### src/hw/rtl/encoder_move_controller_defines.svh
// assertion macros for the encoder move controller
// used by encoder_move_controller.sv, expects clk and rst_n in scope
`ifndef ENCODER_MOVE_CONTROLLER_DEFINES_SVH
`define ENCODER_MOVE_CONTROLLER_DEFINES_SVH

// same-cycle implication, checked outside reset
`define EMC_ASSERT_NOW(label, cond, conseq, msg) \
  label: assert property (@(posedge clk) disable iff (!rst_n) (cond) |-> (conseq)) \
    else $error(msg);

// next-cycle implication, checked outside reset
`define EMC_ASSERT_NEXT(label, cond, conseq, msg) \
  label: assert property (@(posedge clk) disable iff (!rst_n) (cond) |=> (conseq)) \
    else $error(msg);

`endif

### src/hw/rtl/emc_pkg.sv
// types and constants for the encoder move controller
// no dependencies
package emc_pkg;

  // input actions
  localparam logic [3:0] ACT_LEFT_TICK  = 4'd0;
  localparam logic [3:0] ACT_RIGHT_TICK = 4'd1;
  localparam logic [3:0] ACT_CHECK      = 4'd2;
  localparam logic [3:0] ACT_CLEAR      = 4'd3;
  localparam logic [3:0] ACT_STOP       = 4'd4;
  localparam logic [3:0] ACT_FWD        = 4'd5;
  localparam logic [3:0] ACT_REV        = 4'd6;
  localparam logic [3:0] ACT_LEFT       = 4'd7;
  localparam logic [3:0] ACT_RIGHT      = 4'd8;

  // heading modes
  localparam logic [2:0] MODE_STOP  = 3'd0;
  localparam logic [2:0] MODE_FWD   = 3'd1;
  localparam logic [2:0] MODE_REV   = 3'd2;
  localparam logic [2:0] MODE_LEFT  = 3'd3;
  localparam logic [2:0] MODE_RIGHT = 3'd4;

  // configuration register indexes
  localparam logic [1:0] CFG_CM_PER_TICK   = 2'd0;
  localparam logic [1:0] CFG_TICKS_PER_DEG = 2'd1;
  localparam logic [1:0] CFG_RIGHT_TRIM    = 2'd2;
  localparam logic [1:0] CFG_RIGHT_TURN    = 2'd3;

  // configuration reset values
  localparam logic [15:0] CM_PER_TICK_RST   = 16'd6691;
  localparam logic [11:0] TICKS_PER_DEG_RST = 12'd374;
  localparam logic [3:0]  RIGHT_TRIM_RST    = 4'd5;
  localparam logic [3:0]  RIGHT_TURN_RST    = 4'd7;

  // open-ended targets
  localparam logic [23:0] DIST_FOREVER  = 24'd9999999;
  localparam logic [26:0] TICKS_FOREVER = 27'd99999999;

  // pct*255/100 as one multiply by 255*ceil(2^19/100) and a shift by 19,
  // exact for pct up to 100
  localparam logic [6:0]  SPEED_MAX       = 7'd100;
  localparam logic [20:0] SPEED_SCALE_MUL = 21'd1336965;

  typedef struct packed {
    logic [3:0]  action;
    logic [15:0] amount;
    logic [7:0]  speed_pct;
    logic        obstacle_near;
  } emc_in_t;

  typedef struct packed {
    logic [7:0]  duty_left_fwd;
    logic [7:0]  duty_left_rev;
    logic [7:0]  duty_right_fwd;
    logic [7:0]  duty_right_rev;
    logic [2:0]  heading_mode;
    logic [31:0] dist_forward_cm;
    logic [31:0] dist_reverse_cm;
    logic        halted_now;
  } emc_out_t;

endpackage

### src/hw/rtl/encoder_move_controller.sv
// encoder move controller top level: command decode, tick counters, goal checks
// depends on emc_pkg and encoder_move_controller_defines.svh
//
//  port group | direction | handshake          | payload
//  in_*       | input     | in_valid/in_ready   | emc_in_t  (action, amount, speed, obstacle)
//  out_*      | output    | out_valid/out_ready | emc_out_t (duties, mode, distances, halt)
//  cfg_*      | input     | cfg_we only         | cfg_index, cfg_wdata
//
// one item per cycle sustained while out_ready is high; input register, then result register
// the path that sets the clock is tick counter increment into the shared 32x16 distance multiply
// synchronous active-low reset, no clearing pass; all state is in flip-flops
// a stalled result blocks the item behind it; in_ready needs an empty or advancing input register
`include "encoder_move_controller_defines.svh"

module encoder_move_controller
  import emc_pkg::*;
(
  input  logic        clk,
  input  logic        rst_n,
  // command / event channel
  input  logic        in_valid,
  output logic        in_ready,
  input  emc_in_t     in_data,
  // result channel
  output logic        out_valid,
  input  logic        out_ready,
  output emc_out_t    out_data,
  // configuration writes
  input  logic        cfg_we,
  input  logic [1:0]  cfg_index,
  input  logic [15:0] cfg_wdata
);

  // configuration registers
  logic [15:0] cm_per_tick_r;
  logic [11:0] ticks_per_deg_r;
  logic [3:0]  right_trim_r;
  logic [3:0]  right_turn_trim_r;

  // input and result stages
  logic        in_valid_r;
  emc_in_t     in_data_r;
  logic        out_valid_r;
  emc_out_t    out_data_r;
  logic        advance;

  // controller state
  logic [2:0]  mode_r,        mode_nxt;
  logic [31:0] lf_cnt_r,      lf_cnt_nxt;
  logic [31:0] lr_cnt_r,      lr_cnt_nxt;
  logic [31:0] lt_cnt_r,      lt_cnt_nxt;
  logic [31:0] rt_cnt_r,      rt_cnt_nxt;
  logic [31:0] fwd_dist_r,    fwd_dist_nxt;
  logic [31:0] rev_dist_r,    rev_dist_nxt;
  logic [23:0] dist_req_r,    dist_req_nxt;
  logic [31:0] dist_goal_r,   dist_goal_nxt;
  logic [26:0] tick_req_r,    tick_req_nxt;
  logic [31:0] tick_goal_r,   tick_goal_nxt;
  logic [7:0]  duty_r   [4];
  logic [7:0]  duty_nxt [4];
  logic        halted;

  // datapath helpers
  logic [6:0]  pct_clamp;
  logic [27:0] speed_prod;
  logic [7:0]  speed_duty;
  logic [7:0]  duty_trim;
  logic [7:0]  duty_turn_trim;
  logic [31:0] tick_sel;
  logic [47:0] cm_prod;
  logic [27:0] turn_prod;
  logic [26:0] turn_req;
  logic [23:0] arm_dist_req;
  logic        dist_hit;
  logic        tick_hit;

  // wheel idle flags for the checks at the end
  logic        out_duty_zero;
  logic        duty_zero;

  // item in the input register moves on when the result register is free or draining
  assign advance  = in_valid_r && (!out_valid_r || out_ready);
  assign in_ready = !in_valid_r || advance;

  assign out_valid = out_valid_r;
  assign out_data  = out_data_r;

  // speed scaling and right-wheel trims, saturating at zero
  assign pct_clamp  = (in_data_r.speed_pct > {1'b0, SPEED_MAX}) ? SPEED_MAX
                                                                : in_data_r.speed_pct[6:0];
  assign speed_prod = 28'(pct_clamp) * 28'(SPEED_SCALE_MUL);
  assign speed_duty = speed_prod[26:19];
  assign duty_trim      = (speed_duty > {4'd0, right_trim_r})
                          ? (speed_duty - {4'd0, right_trim_r}) : 8'd0;
  assign duty_turn_trim = (speed_duty > {4'd0, right_turn_trim_r})
                          ? (speed_duty - {4'd0, right_turn_trim_r}) : 8'd0;

  // one multiplier serves both straight modes, only one of them counts on a tick
  assign tick_sel = (mode_r == MODE_FWD) ? (lf_cnt_r + 32'd1) : (lr_cnt_r + 32'd1);
  assign cm_prod  = 48'(tick_sel) * 48'(cm_per_tick_r);

  // turn target in ticks, open-ended when no angle is given
  assign turn_prod    = 28'(in_data_r.amount) * 28'(ticks_per_deg_r);
  assign turn_req     = (in_data_r.amount == 16'd0) ? TICKS_FOREVER : 27'(turn_prod[27:8]);
  assign arm_dist_req = (in_data_r.amount == 16'd0) ? DIST_FOREVER : 24'(in_data_r.amount);

  // goal checks, only meaningful on a check item
  always_comb begin
    dist_hit = 1'b0;
    tick_hit = 1'b0;
    if (dist_req_r != 24'd0) begin
      case (mode_r)
        MODE_FWD:  dist_hit = (fwd_dist_r >= dist_goal_r) || in_data_r.obstacle_near;
        MODE_REV:  dist_hit = (rev_dist_r >= dist_goal_r);
        MODE_STOP: dist_hit = 1'b1;
        default:   dist_hit = 1'b0;
      endcase
    end
    if (tick_req_r != 27'd0) begin
      case (mode_r)
        MODE_LEFT:  tick_hit = (lt_cnt_r >= tick_goal_r);
        MODE_RIGHT: tick_hit = (rt_cnt_r >= tick_goal_r);
        MODE_STOP:  tick_hit = 1'b1;
        default:    tick_hit = 1'b0;
      endcase
    end
  end

  // next state for the item in the input register
  always_comb begin
    mode_nxt      = mode_r;
    lf_cnt_nxt    = lf_cnt_r;
    lr_cnt_nxt    = lr_cnt_r;
    lt_cnt_nxt    = lt_cnt_r;
    rt_cnt_nxt    = rt_cnt_r;
    fwd_dist_nxt  = fwd_dist_r;
    rev_dist_nxt  = rev_dist_r;
    dist_req_nxt  = dist_req_r;
    dist_goal_nxt = dist_goal_r;
    tick_req_nxt  = tick_req_r;
    tick_goal_nxt = tick_goal_r;
    duty_nxt      = duty_r;
    halted        = 1'b0;
    case (in_data_r.action)
      ACT_LEFT_TICK: begin
        if (mode_r == MODE_FWD) begin
          lf_cnt_nxt   = tick_sel;
          fwd_dist_nxt = cm_prod[47:16];
        end else if (mode_r == MODE_REV) begin
          lr_cnt_nxt   = tick_sel;
          rev_dist_nxt = cm_prod[47:16];
        end else if (mode_r == MODE_LEFT) begin
          lt_cnt_nxt = lt_cnt_r + 32'd1;
        end
      end
      ACT_RIGHT_TICK: begin
        if (mode_r == MODE_RIGHT) begin
          rt_cnt_nxt = rt_cnt_r + 32'd1;
        end
      end
      ACT_CHECK: begin
        if (dist_hit) begin
          dist_req_nxt  = 24'd0;
          dist_goal_nxt = 32'd0;
        end
        if (tick_hit) begin
          tick_req_nxt  = 27'd0;
          tick_goal_nxt = 32'd0;
        end
        // halt keeps the mode, only the wheels stop
        halted = dist_hit || tick_hit;
        if (halted) begin
          duty_nxt = '{8'd0, 8'd0, 8'd0, 8'd0};
        end
      end
      ACT_CLEAR: begin
        lf_cnt_nxt   = 32'd0;
        lr_cnt_nxt   = 32'd0;
        lt_cnt_nxt   = 32'd0;
        rt_cnt_nxt   = 32'd0;
        fwd_dist_nxt = 32'd0;
        rev_dist_nxt = 32'd0;
      end
      ACT_STOP: begin
        mode_nxt = MODE_STOP;
        duty_nxt = '{8'd0, 8'd0, 8'd0, 8'd0};
      end
      ACT_FWD: begin
        mode_nxt      = MODE_FWD;
        dist_req_nxt  = arm_dist_req;
        dist_goal_nxt = fwd_dist_r + 32'(arm_dist_req);
        duty_nxt      = '{speed_duty, 8'd0, duty_trim, 8'd0};
      end
      ACT_REV: begin
        mode_nxt      = MODE_REV;
        dist_req_nxt  = arm_dist_req;
        dist_goal_nxt = rev_dist_r + 32'(arm_dist_req);
        duty_nxt      = '{8'd0, speed_duty, 8'd0, duty_trim};
      end
      ACT_LEFT: begin
        mode_nxt      = MODE_LEFT;
        tick_req_nxt  = turn_req;
        tick_goal_nxt = lt_cnt_r + 32'(turn_req);
        duty_nxt      = '{8'd0, speed_duty, duty_trim, 8'd0};
      end
      ACT_RIGHT: begin
        mode_nxt      = MODE_RIGHT;
        tick_req_nxt  = turn_req;
        tick_goal_nxt = rt_cnt_r + 32'(turn_req);
        duty_nxt      = '{speed_duty, 8'd0, 8'd0, duty_turn_trim};
      end
      default: begin
        // unused action codes leave everything as it is
      end
    endcase
  end

  // handshake stages and configuration
  always_ff @(posedge clk) begin
    if (!rst_n) begin
      in_valid_r        <= 1'b0;
      out_valid_r       <= 1'b0;
      cm_per_tick_r     <= CM_PER_TICK_RST;
      ticks_per_deg_r   <= TICKS_PER_DEG_RST;
      right_trim_r      <= RIGHT_TRIM_RST;
      right_turn_trim_r <= RIGHT_TURN_RST;
    end else begin
      if (in_valid && in_ready) begin
        in_valid_r <= 1'b1;
      end else if (advance) begin
        in_valid_r <= 1'b0;
      end
      if (advance) begin
        out_valid_r <= 1'b1;
      end else if (out_ready) begin
        out_valid_r <= 1'b0;
      end
      if (cfg_we) begin
        case (cfg_index)
          CFG_CM_PER_TICK:   cm_per_tick_r     <= cfg_wdata;
          CFG_TICKS_PER_DEG: ticks_per_deg_r   <= cfg_wdata[11:0];
          CFG_RIGHT_TRIM:    right_trim_r      <= cfg_wdata[3:0];
          CFG_RIGHT_TURN:    right_turn_trim_r <= cfg_wdata[3:0];
          default:           cm_per_tick_r     <= cm_per_tick_r;
        endcase
      end
    end
  end

  // payload registers, loaded on transfer
  always_ff @(posedge clk) begin
    if (in_valid && in_ready) begin
      in_data_r <= in_data;
    end
    if (advance) begin
      out_data_r.duty_left_fwd   <= duty_nxt[0];
      out_data_r.duty_left_rev   <= duty_nxt[1];
      out_data_r.duty_right_fwd  <= duty_nxt[2];
      out_data_r.duty_right_rev  <= duty_nxt[3];
      out_data_r.heading_mode    <= mode_nxt;
      out_data_r.dist_forward_cm <= fwd_dist_nxt;
      out_data_r.dist_reverse_cm <= rev_dist_nxt;
      out_data_r.halted_now      <= halted;
    end
  end

  // controller state, updated once per item
  always_ff @(posedge clk) begin
    if (!rst_n) begin
      mode_r      <= MODE_STOP;
      lf_cnt_r    <= 32'd0;
      lr_cnt_r    <= 32'd0;
      lt_cnt_r    <= 32'd0;
      rt_cnt_r    <= 32'd0;
      fwd_dist_r  <= 32'd0;
      rev_dist_r  <= 32'd0;
      dist_req_r  <= 24'd0;
      dist_goal_r <= 32'd0;
      tick_req_r  <= 27'd0;
      tick_goal_r <= 32'd0;
      duty_r      <= '{8'd0, 8'd0, 8'd0, 8'd0};
    end else if (advance) begin
      mode_r      <= mode_nxt;
      lf_cnt_r    <= lf_cnt_nxt;
      lr_cnt_r    <= lr_cnt_nxt;
      lt_cnt_r    <= lt_cnt_nxt;
      rt_cnt_r    <= rt_cnt_nxt;
      fwd_dist_r  <= fwd_dist_nxt;
      rev_dist_r  <= rev_dist_nxt;
      dist_req_r  <= dist_req_nxt;
      dist_goal_r <= dist_goal_nxt;
      tick_req_r  <= tick_req_nxt;
      tick_goal_r <= tick_goal_nxt;
      duty_r      <= duty_nxt;
    end
  end

  assign out_duty_zero = ({out_data_r.duty_left_fwd, out_data_r.duty_left_rev,
                           out_data_r.duty_right_fwd, out_data_r.duty_right_rev} == 32'd0);
  assign duty_zero     = ({duty_r[0], duty_r[1], duty_r[2], duty_r[3]} == 32'd0);

  // a halt always leaves every wheel stopped
  `EMC_ASSERT_NOW(a_halt_stops, out_valid_r && out_data_r.halted_now, out_duty_zero, "halt left wheels on")
  // stop mode never drives a wheel
  `EMC_ASSERT_NOW(a_stop_idle, mode_r == MODE_STOP, duty_zero, "stop mode with nonzero duty")
  // a disarmed distance request carries no goal
  `EMC_ASSERT_NOW(a_goal_disarm, dist_req_r == 24'd0, dist_goal_r == 32'd0, "stale distance goal")
  // each processed item shows up as a result in the next cycle
  `EMC_ASSERT_NEXT(a_adv_result, advance, out_valid_r, "processed item produced no result")

endmodule
### config.mk
export PLATFORM = sky130hd
export DESIGN_NAME = encoder_move_controller
export DESIGN_NICKNAME = d
export VERILOG_FILES = /design/src/hw/rtl/emc_pkg.sv /design/src/hw/rtl/encoder_move_controller.sv
export VERILOG_INCLUDE_DIRS = /design/src /design/src/hw/rtl
export SDC_FILE = /design/constraint.sdc
export NUM_CORES = 2
export LEC_CHECK = 0
export ABC_AREA = 1
export CORE_MARGIN = 8
export CORE_UTILIZATION = 45
export DETAILED_ROUTE_END_ITERATION = 6
export DONT_BUFFER_PORTS = 1
export SYNTH_ARGS = -nofsm -noshare
export SYNTH_HDL_FRONTEND = slang
export SYNTH_SLANG_ARGS = --single-unit
### constraint.sdc
create_clock -name clk -period 9 [get_ports clk]
set_input_delay 1.8 -clock clk [delete_from_list [all_inputs] [get_ports clk]]
set_output_delay 1.8 -clock clk [all_outputs]
set_load 0.005 [all_outputs]
Yosys cells after proc, flatten, opt, wreduce, memory -nomap -nowiden
Index checks and enable logic that the tools add are counted.
{"block": "word_totals", "register_bits": 509, "input_bits": 52, "wordCells": 153, "out_inout_bits": 102}
{"block": "classes", "eq_ne": 23, "n_reduce_logical": 36, "muxes": 41, "n_addsub": 10, "n_mul": 3, "magnitude_cmp": 7}
{"cell": "32-bit two-way mux", "n": 14}
{"cell": "32-bit one-hot mux with 2 select lines", "n": 6}
{"cell": "32-bit one-hot mux with 3 select lines", "n": 2}
{"cell": "32-bit one-hot mux with 6 select lines", "n": 1}
{"cell": "32-bit by 1-bit adder with 32-bit output, second input constant", "n": 4}
{"cell": "32-bit >= comparator", "n": 4}
{"cell": "32-bit by 24-bit adder with 32-bit output", "n": 2}
{"cell": "32-bit by 27-bit adder with 32-bit output", "n": 2}
{"cell": "27-bit two-way mux", "n": 2}
{"cell": "27-bit one-hot mux with 2 select lines", "n": 1}
{"cell": "32-bit by 16-bit multiplier with 48-bit output", "n": 1}
{"cell": "24-bit two-way mux", "n": 2}
{"cell": "24-bit one-hot mux with 2 select lines", "n": 1}
{"cell": "16-bit by 12-bit multiplier with 28-bit output", "n": 1}
{"cell": "7-bit by 21-bit multiplier with 27-bit output, second input constant", "n": 1}
{"cell": "27-bit nonzero test", "n": 1}
{"cell": "24-bit nonzero test", "n": 1}
{"cell": "3-bit AND reduction", "n": 6}
{"cell": "4-bit by 3-bit == test with 1-bit output, second input constant", "n": 4}
{"cell": "8-bit by 4-bit greater-than comparator with 1-bit output", "n": 2}
{"cell": "16-bit zero test", "n": 1}
{"cell": "8-bit two-way mux", "n": 2}
{"cell": "2-bit != test, second input constant", "n": 8}
{"cell": "8-bit by 4-bit subtractor with 8-bit output", "n": 2}
{"cell": "25 further kinds", "n": 49}

Logic depth before layout (Yosys ltp)
{"block": "depth", "word_depth": 7, "mapped_depth": 47, "ltp_nobuf": 45}

Least setup slack after synthesis
No wires, ideal clock.
{"block": "synth_timing", "path_kind": "register to register", "startpoint": "register mode_r[2]", "endpoint": "register out_data_r (netlist bit out_data[12]), data pin", "setup_time_ps": 265, "arrival_ps": 7238, "stages_incl_launch_ff": 39, "path_buffers": 3, "required_ps": 8735, "period_less_slack_ps": 7503, "path_slack_ps": 1497, "cell_sequence": "dfxtp_1 > nor2_4 > nand2_4 > buf_12 > nand2_2 > nand2_2 > buf_1 > ha_1 > nand2_2 > nor2_2 > nand2_1 > nor2_2 > nand2_1 > nand3_1 > nand2_1 > inv_1 > buf_2 > nand2_1 > [... 3 more ...] > fa_1 > inv_1 > fa_1 > inv_1 > fa_1 > inv_1 > ha_1 > a21oi_1 > inv_1 > a31oi_1 > o21ai_0 > a21o_1 > inv_1 > nand2_1 > xor2_1 > or2_2 > nand2_1 > o21ai_0"}
{"block": "synth_via", "elab_chain_len": 6, "word_cells_on_any_way": 7, "classes_between": "mul: 1; eq/ne: 2; mux: 4"}
{"item": "start, declared", "line": "encoder_move_controller.sv:48", "source": "logic [2:0] mode_r, mode_nxt;"}
{"item": "start signal, assigned", "line": "encoder_move_controller.sv:283", "source": "mode_r <= mode_nxt;"}
{"item": "3-bit by 1-bit == test with 1-bit output", "line": "encoder_move_controller.sv:99, encoder_move_controller.sv:146"}
{"item": "32-bit two-way mux", "line": "encoder_move_controller.sv:99", "source": "assign tick_sel = (mode_r == MODE_FWD) ? (lf_cnt_r + 32'd1) : (lr_cnt_r + 32'd1);"}
{"item": "32-bit by 16-bit multiplier with 48-bit output", "line": "encoder_move_controller.sv:100", "source": "assign cm_prod = 48'(tick_sel) * 48'(cm_per_tick_r);"}
{"item": "32-bit two-way mux", "line": "encoder_move_controller.sv:149", "source": "end else if (mode_r == MODE_REV) begin"}
{"item": "32-bit two-way mux (*)", "line": "encoder_move_controller.sv:146", "source": "if (mode_r == MODE_FWD) begin"}
{"item": "32-bit one-hot mux with 2 select lines (*)", "line": "encoder_move_controller.sv:144", "source": "case (in_data_r.action)"}
{"item": "via rev_dist_nxt[11]", "line": "encoder_move_controller.sv:54", "source": "logic [31:0] rev_dist_r, rev_dist_nxt;"}
{"item": "end, declared", "line": "encoder_move_controller.sv:44", "source": "emc_out_t out_data_r;"}
The timed path passes the listed nets; every way through them passes the cells marked *.
A chain may end at the register's enable or synchronous reset.

Worst setup path after layout
{"block": "layout_timing", "startpoint": "register mode_r[0]", "endpoint": "register out_data_r (netlist bit out_data[17]), data pin"}
The elaborated chain is that of the path after synthesis.

==> results.json <==
{
  "grt_pass1_wl_um": 287000,
  "peakVddDrop_mv": 0.230,
  "final_period_minus_worst_setup_slack_ns": 8.57,
  "grt_start_max_net_pins": 147,
  "setup_tns_ns": 0,
  "synth_top_area_share_pct": 21.5,
  "finalHoldViolCount": 0,
  "ctsRootBufferMaster": "sky130_fd_sc_hd__clkbuf_16",
  "worst_hold_startpoint": "tick_req_r[24]$_SDFFE_PN0P_",
  "avgViaCountPerCell": 5.48,
  "final.setup_skew_ns": 0.0578,
  "maximum_fanout_encountered_on_the_critical_timing_path": 34,
  "run_status": "completed",
  "crit-reg2reg-capture": "out_data[17]$_DFFE_PP_",
  "cpPeakStageDelay_ns": 0.57,
  "floorplan.initialDensity_pct": 45.3,
  "fp.dieW_um": 360,
  "critPathLaunchType": "flop",
  "synthTopCellsByArea": "sky130_fd_sc_hd__fa_1 (22%), sky130_fd_sc_hd__dfxtp_1 (14%), sky130_fd_sc_hd__nand2_1 (12%)",
  "clock_tree_from_tritoncts": "yes",
  "max_freq_ghz": 0.117,
  "m1WireLength_um": 77100,
  "h-tree-depth": 2,
  "clock_path_buffers": 3,
  "syn2layout_area_growth_pct": 7.37,
  "die_height_um": 360,
  "yosysMostFrequentCell": "sky130_fd_sc_hd__nand2_1",
  "synth_largest_area_cell": "sky130_fd_sc_hd__fa_1",
  "synth.lib_cells_used.distinct": 68,
  "grt_overflow_total": 0,
  "critPathCaptureType": "flop",
  "postSynthAreaPerCell_um2": 7.33,
  "slowest_stage": "sky130_fd_sc_hd__fa_1",
  "critPathArrivalTime_ns": 8.97,
  "final_max_slew_viol_count": 0,
  "wl_met2_um": 85000,
  "finalSetupViolations": 0,
  "numPortBuffers": 0,
  "synth_enable_flop_cells": 129,
  "num_vias": 48200,
  "routed_wire_length_per_instance_um": 21.2,
  "postSynthNetCount": 8326,
  "synthArstFlopShare_pct": 0,
  "ant_nets": 0,
  "groute.usage.overall_pct": 28.3,
  "tightest_slew_ns": 1.21,
  "rsz0062_at_grt": "true",
  "min_to": "tick_req_r[24]$_SDFFE_PN0P_",
  "syn-cell-area_um2": 53300,
  "r2r_cell_count": 36,
  "drc": 0,
  "final_nets": 8234,
  "finish.utilization_pct": 48.6,
  "yosys_register_bits": 496,
  "synth_top_cells_by_count": "sky130_fd_sc_hd__nand2_1 (1661), sky130_fd_sc_hd__inv_1 (1350), sky130_fd_sc_hd__nor2_1 (644)",
  "synth_flop_cell": "sky130_fd_sc_hd__dfxtp_1",
  "worstHoldPathType": "flop to flop",
  "drtPass1Iterations": 6,
  "syn-instance-count": 7282,
  "final.period_utilization_pct": 95.3,
  "place_congestion": 0.985,
  "drive_gt1_share_pct": 5.58,
  "antenna_found_initial": 9,
  "power.density_cell_area_nw_per_um2": 189,
  "met3_wirelength_um": 15600,
  "num_io_pins": 154,
  "dpl.hpwl_um": 148000,
  "clock_latency_ns": 0.71,
  "die_area_um2": 130000,
  "cp_data_required_time_ns": 9.40,
  "leakage_nw": 27.2,
  "timing.rr.start": "mode_r[0]$_SDFFE_PN0P_",
  "hold_depth": 2,
  "critPathKind": "flop to flop",
  "post_cts_hold_buffer_count": 0,
  "dr.max_layer_used": "met5",
  "clkSinkCount": 496,
  "routed_wl_um": 187000,
  "ys_seq_area_share_pct": 21.0,
  "number_of_cts_inserted_buffers": 60,
  "r2r_slack_ns": 0.43,
  "row_count": 126,
  "first_global_vias": 48300,
  "clkTransAtPathRegs_ns": 0.07,
  "synth_warn": 0,
  "placeableCoreArea_um2": 118000,
  "cpMostUsedCell": "sky130_fd_sc_hd__nand2_1",
  "max-cap-violations": 0,
  "worst_slew_margin_rel_pct": 19.5,
  "holdWs_ns": 0.464,
  "drt_iter0_drc": 4317
}
[flip-flops by register name, summed over array words and instances, names as in the netlist, 32 cells and up]
register / count
dist_goal_r: 32
duty_r: 32
fwd_dist_r: 32
lf_cnt_r: 32
lr_cnt_r: 32
lt_cnt_r: 32
out_data: 100
rev_dist_r: 32
rt_cnt_r: 32
tick_goal_r: 32
[repair_timing]
| item | CTS | global route |
|---|---|---|
| pin swaps | 1 | 1 |
| endpoints found under the setup margin | 5 | 90 |
| buffers inserted | 4 | 0 |
| gates resized for setup | 2 | 17 |
| gates cloned | 0 | 0 |
[cells by family after synthesis]
family,share of synthesized area [%]
compound gates,12.0
xor+xnor,0.739
fa+ha+maj,31.3
buf+inv,11.9
flops,21.0
mux,0.0375
simple gates,23.0
[stage by stage]
stage	instance area, µm²	total power (W)	std cells	setup slack [ns]
2_1_floorplan	53300	0.00634	7282	1.50
5_1_grt	57300	0.0116	8778	-0.0279
3_3_place_gp	55000	0.00816	8660	-0.178
4_1_cts	57200	0.0109	8778	0.00185
3_5_place_dp	55000	0.00816	8660	-0.115
6_report	57300	0.0108	8785	0.427
[worst max-delay path: cells and delay by family (launching register included)]
kind | cells | cell delay (ns)
adder cells (fa/ha/maj) | 7 | 3.38
AND/OR/NAND/NOR | 16 | 2.57
buffers and inverters | 9 | 1.08
AO/OA/AOI/OAI | 4 | 0.79
flip-flops | 1 | 0.38
[final cells by class]
class	instances	area, µm²
Antenna cell	7	17.5
Clock buffer	75	1640
Clock inverter	39	497
Fill cell	11800	60500
Inverter	1394	5260
Multi-Input combinational cell	5127	35900
Sequential cell	496	11200
Tap cell	1536	1920
Timing Repair Buffer	111	837
[worst max path at each step]
stage | startpoint | endpoint
after CTS | mode_r[0]$_SDFFE_PN0P_ | out_data[17]$_DFFE_PP_
final | mode_r[0]$_SDFFE_PN0P_ | out_data[17]$_DFFE_PP_
after global placement | mode_r[2]$_SDFFE_PN0P_ | out_data[17]$_DFFE_PP_
after floorplan | mode_r[2]$_SDFFE_PN0P_ | out_data[12]$_DFFE_PP_
after global routing | mode_r[0]$_SDFFE_PN0P_ | out_data[17]$_DFFE_PP_
after detailed placement | mode_r[2]$_SDFFE_PN0P_ | out_data[17]$_DFFE_PP_
[layer usage]
layer | track usage (%) | vias to the layer above
met5 | 0 | -
met4 | 11.5 | 8
met3 | 6.01 | 426
met2 | 46.8 | 1824
met1 | 36.1 | 23200
li1 | - | 22700
[layout by cell type, fill, tap and decap left out, drive strengths merged, types with 31 or more instances in the layout]
cell type | netlist | final
nor3 | 87 | 87
a22oi | 43 | 43
or2 | 51 | 51
ha | 419 | 419
clkbuf | 207 | 75
dfxtp | 367 | 367
nand3 | 289 | 289
o21a | 37 | 37
nand4 | 76 | 76
o211ai | 31 | 31
nor4 | 36 | 36
nor2 | 667 | 667
nand2 | 1689 | 1689
fa | 573 | 573
a21oi | 526 | 526
clkinv | 15 | 34
inv | 1379 | 1380
o21ai | 435 | 435
buf | 58 | 111
edfxtp | 129 | 129
[report_power, final]
part / internal [W] / switching, W
sequential: 0.00239 / 0.000120
clock: 0.00154 / 0.00114
combinational: 0.00183 / 0.00380
(Power assumes the default switching activity.)
